`config.mk`:
```
export PLATFORM = sky130hd
export DESIGN_NAME = svfu_ram
export DESIGN_NICKNAME = d
export VERILOG_FILES = /design/src/hdl/svfu_ram.sv
export SDC_FILE = /design/constraint.sdc
export NUM_CORES = 2
export LEC_CHECK = 0
export CORE_UTILIZATION = 50
export CTS_CLUSTER_SIZE = 16
export DETAILED_ROUTE_END_ITERATION = 6
export DONT_BUFFER_PORTS = 1
export PLACE_DENSITY = 0.79
export SLEW_MARGIN = 20
export SYNTH_ARGS = -nofsm -noshare
export SYNTH_HDL_FRONTEND = slang
export SYNTH_SLANG_ARGS = --single-unit
```
`constraint.sdc`:
```
create_clock -name clk -period 2.67 [get_ports clk]
set_clock_uncertainty 0.15 [all_clocks]
set_input_delay 0.534 -clock clk [delete_from_list [all_inputs] [get_ports clk]]
set_output_delay 0.534 -clock clk [all_outputs]
set_load 0.02 [all_outputs]
```
`src/hdl/svfu_ram.sv`:
```
// Generic single-write, single-read RAM with registered read data.
module svfu_ram #(
  parameter int WIDTH = 16,
  parameter int DEPTH = 256
) (
  input  logic                     clk,
  input  logic                     we,
  input  logic [$clog2(DEPTH)-1:0] waddr,
  input  logic [WIDTH-1:0]         wdata,
  input  logic                     re,
  input  logic [$clog2(DEPTH)-1:0] raddr,
  output logic [WIDTH-1:0]         rdata
);

  logic [WIDTH-1:0] mem [DEPTH];

  always_ff @(posedge clk) begin
    if (we) begin
      mem[waddr] <= wdata;
    end
    if (re) begin
      rdata <= mem[raddr];
    end
  end

endmodule

```
# Word-level counts from Yosys, hierarchy flattened
# Memory sizes are Yosys's and may differ from the RTL's. A register that Yosys moved wholly into a read port is not among the register bits.
# Cells that the tools add are included.
[totals]
register_bits = 0
latch_bits = 0
mem_bits_rw = 4096
rom_bits = 0
inputBits = 35
output_inout_bits = 16
mem_count = 1
[classes]
add_sub_neg = 0
mul = 0
div = 0
magnitude_cmp = 0
eq_ne = 0
shifts = 0
mux = 2
bitwise_logic = 0
reduce_logical = 0
[mem_list]
columns = ["memory", "words", "width", "read_ports", "rd_ports_with_merged_regs", "write_ports", "line_no", "rtl"]
rows = [
  ["mem", 256, 16, 1, 1, 1, "15", "logic [WIDTH-1:0] mem [DEPTH];"],
]
[ops]
columns = ["cell", "n"]
rows = [
  ["2-to-1 mux 1 bit", 2],
]

# Logic depth before layout (Yosys ltp)
[logic_depth]
ltp_word = 2
ltp_mapped = 12

# Worst setup path before layout
# OpenSTA, ideal clock, no wires.
[synth_path]
path_type = "input -> register"
startpoint = "input raddr[0]"
endpoint = "register rdata[4] (read register of mem) (data pin)"
setup_ns = 0.265
t_arrival_ns = 2.518
required_ns = 2.255
path_slack_ns = -0.263
path_stages = 8
cell_sequence = "buf_6 -> buf_6 -> buf_2 -> mux4_2 -> mux4_2 -> a22o_1 -> o32ai_2 -> nor4_2"
[synth_lines]
columns = ["item", "line_no", "rtl"]
rows = [
  ["start, declared", "11", "input logic [$clog2(DEPTH)-1:0] raddr,"],
  ["end, declared", "12", "output logic [WIDTH-1:0] rdata"],
]

==> results.tsv <==
stage	metric	value	unit
pwr	pwr-share-comb	5.2	%
worst_setup_path	cp_data_required_time	3.24	ns
floorplanning	design.die.area	320000	um2
clock_network	clkSinkCount	4112	
final_layout	layout_commonest_cell	edfxtp_1	
worst_setup_path	crit_start	raddr[2]	
worst_setup_path	crit_top_cell	buf_4	
placement	routabilityCongestion	0.916	
global_routing	grt_usage	27.0	%
synth	synth_compound_area_share	3.53	%
sta	tightestPinTransition	1.36	ns
run_status	status	finished with violations	
synth	synth_ff_type	edfxtp_1	
floorplanning	rows	206	
final_layout	drive_gt1_share	27.9	%
global_routing	overflow	0	
synth	synth_mux_area_share	15.5	%
pwr	p_int	104	mW
clock_network	htreeDepth	5	
synth	ys_ff_latch	4112	
synth	synth_top_area_cell	edfxtp_1	
worst_setup_path	worst-r2r-setup-slack	-0.27	ns
worst_setup_path	crit_family	simple AND/OR/NAND/NOR gates	
worst_setup_path	crit_path_top_delay_cell	nor3_1	
clock_network	clk_pin_slew_worst_paths	0.07	ns
global_routing	grt_max_degree	738	
placement	dp_hpwl	222000	um
worst_setup_path	rr_worst_depth	6	
synth	syn_avg_cell_area	21.6	um2
pwr	p_sw	28.2	mW
detailed_routing	routed_wl	452000	um
clock_network	insertion_delay	0.95	ns
pwr	p_per_area	719	nW/um2
placement	dp.cells	11800	
synth	async_reset_ff_share	0	%
sta	fin_crit_sh	112	%
worst_setup_path	max_stage_delay	0.81	ns
worst_setup_path	cp_num_cells	9	
global_routing	grt_first_pass_wirelength	614000	um
worst_setup_path	timing.critical_path.buf_inv	3	
worst_setup_path	path_max_fanout	161	
pwr	seqPwrFrac	54.1	%
detailed_routing	vias	85600	
synth	ys_types	51	
floorplanning	die_h	566	um
final_layout	fin_nets	8169	
synth	synth_edf_count	4112	
synth	synthXorXnorAreaFrac	0	%
pwr	clockPowerShare	40.7	%
sta	setup_ws	-0.330	ns
synth	syn-cell-area	159000	um2
synth	ys_warn_count	0	
worst_setup_path	critPathCapture	rdata[4]$_DFFE_PP_	
worst_setup_path	worstPathCellList	or2_4 > buf_4 > o221ai_1 > buf_4 > a21oi_1 > nor3_1 > o32ai_4 > buf_6 > nor4_2	
sta	clock.fmax	0.333	GHz
detailed_routing	drc_errors	1	
synth	synth_top_family_by_area	multiplexers	
clock_network	clockBufferDepth	4	
run_status	violations	DRC, hold timing, setup timing	
worst_setup_path	reg2reg_to	rdata[15]$_DFFE_PP_	
final_layout	area_growth	15.4	%
synth	yosysTopAreaCellShare	77.7	%
synth	ys_seq_area_share	77.7	%
worst_setup_path	startpoint_type	primary input	
worst_setup_path	crit_type	primary input to flip-flop	
floorplanning	ios	51	
flow_run	cap_violations	0	
synth	synth_adder_area_share	0	%
hold_path	hold_path.class	primary input to flip-flop	
final_layout	stdcell_count	12600	
clock_network	cts_tree	built	
synth	synth_simple_gate_area_share	1.57	%
placement	portBuffers	0	
sta	hold_violations	894	
floorplanning	core	315000	um2
detailed_routing	drtAntennaViolNets	0	
final_layout	final_cell_mix	4112 x edfxtp_1, 797 x mux4_2, 641 x buf_4	
sta	setup_viol_count_final	16	
detailed_routing	dr.pass1.iters	7	
floorplanning	start_util	50.4	%
global_routing	antenna_found_initial	20	
sta	whs	-0.432	ns
sta	rsz0062_at_grt	yes	
detailed_routing	via_per_inst	6.79	
pwr	total_power	132	mW
global_routing	grt_pass1_vias	84100	
final_layout	fillers	21100	
synth	syn-num-nets	7395	
synth	synth_area_leaders	edfxtp_1 78%, mux4_2 11%, mux2i_1 3.6%	
pwr	power.share.switching	21.4	%
floorplanning	die_w	566	um
pwr	vdd.ir_drop.worst	0.000713	V
sta	min_period	3.00	ns
clock_network	cts_buffers	380	
sta	relSlewSlack	9.18	%
worst_setup_path	timing.rr.start	mem[58][15]$_DFFE_PP_	
sta	finalMaxSlewViolations	0	
worst_setup_path	critPathArrivalTime	3.57	ns
worst_setup_path	end_kind	flip-flop	
detailed_routing	wire_per_inst	35.9	um
pwr	p_leak	58.9	nW
detailed_routing	drt-initial-drc-count	15800	
synth	syn_inst	7360	
clock_network	root_buffer	clkbuf_16	
==> power by group through the flow <==
stage               sequential, mW  combinational (mW)  clock [mW]
floorplan                     72.6                3.58           0
global placement              72.7                4.98           0
detailed placement            72.7                5.05           0
CTS                           71.3                5.62        53.5
global route                  71.3                6.97        55.9
finish                        71.4                6.85        53.7
==> worst min path at each step <==
stage / endpoint / cells past startpoint / from
2_1_floorplan: mem[0][0]$_DFFE_PP_ / 0 / wdata[0]
3_3_place_gp: mem[248][15]$_DFFE_PP_ / 0 / wdata[15]
3_5_place_dp: mem[187][12]$_DFFE_PP_ / 0 / wdata[12]
4_1_cts: mem[180][12]$_DFFE_PP_ / 0 / wdata[12]
5_1_grt: mem[18][13]$_DFFE_PP_ / 0 / wdata[13]
6_report: mem[18][13]$_DFFE_PP_ / 0 / wdata[13]
==> layout make-up <==
cell class / instances / area (um2) / area share, %
Antenna cell: 16 / 40.0 / 0.0218
Clock buffer: 450 / 9880 / 5.39
Clock inverter: 233 / 2120 / 1.16
Inverter: 4 / 27.5 / 0.0150
Multi-Input combinational cell: 2792 / 33600 / 18.3
Sequential cell: 4112 / 123000 / 67.3
Tap cell: 4160 / 5200 / 2.84
Timing Repair Buffer: 844 / 9090 / 4.96
==> stage by stage <==
step                TNS [ns]  instance area (um2)  utilization, %  worst slack, ns
floorplan            -334.41               159000               -           -0.179
global placement      -56.33               168000            53.3            -3.63
detailed placement    -54.17               168000            53.4            -3.63
CTS                    -1.07               182000            57.7           -0.230
global route           -1.74               183000            58.1           -0.252
finish                 -3.00               183000            58.1           -0.330
==> state kept, by name, indices dropped and copies added (netlist names) <==
register / flops
mem: 4096
rdata: 16
==> cells in the mapped netlist, types with 28 or more instances <==
cell type	instances
mux4_2	797
o21ai_0	37
nand3_1	35
a22oi_1	43
edfxtp_1	4112
mux2_2	88
buf_2	76
mux2i_1	565
a21oi_1	175
o22ai_1	148
buf_6	77
nor3_1	92
o221ai_1	252
nand2_1	38
a221oi_1	28
clkbuf_1	230
a22o_1	32
nor2_1	304
==> logic make-up after synthesis <==
group | count (synthesis)
compound gates | 786
flops | 4112
mux | 1450
simple gates | 556
buf+inv | 456
==> what timing repair did <==
action | in CTS | in global routing
endpoints found under the hold margin | 4199 | 2574
gates resized for setup | 109 | 37
gates cloned | 28 | 12
setup endpoints to repair | 16 | 16
hold buffers | 10 | 35
pin swaps | 11 | 14
setup buffers | 8 | 13
==> layer usage <==
| layer | vias to the layer above | GRT usage, % | share of wire [%] |
|---|---|---|---|
| met2 | 7571 | 42.4 | 47 |
| met1 | 43800 | 34.8 | 33 |
| li1 | 32800 | - | - |
| met5 | - | 0.0893 | 0.029 |
| met3 | 1395 | 6.66 | 14 |
| met4 | 20 | 14.8 | 6.5 |
No activity file was read; power rests on OpenSTA's default activity.
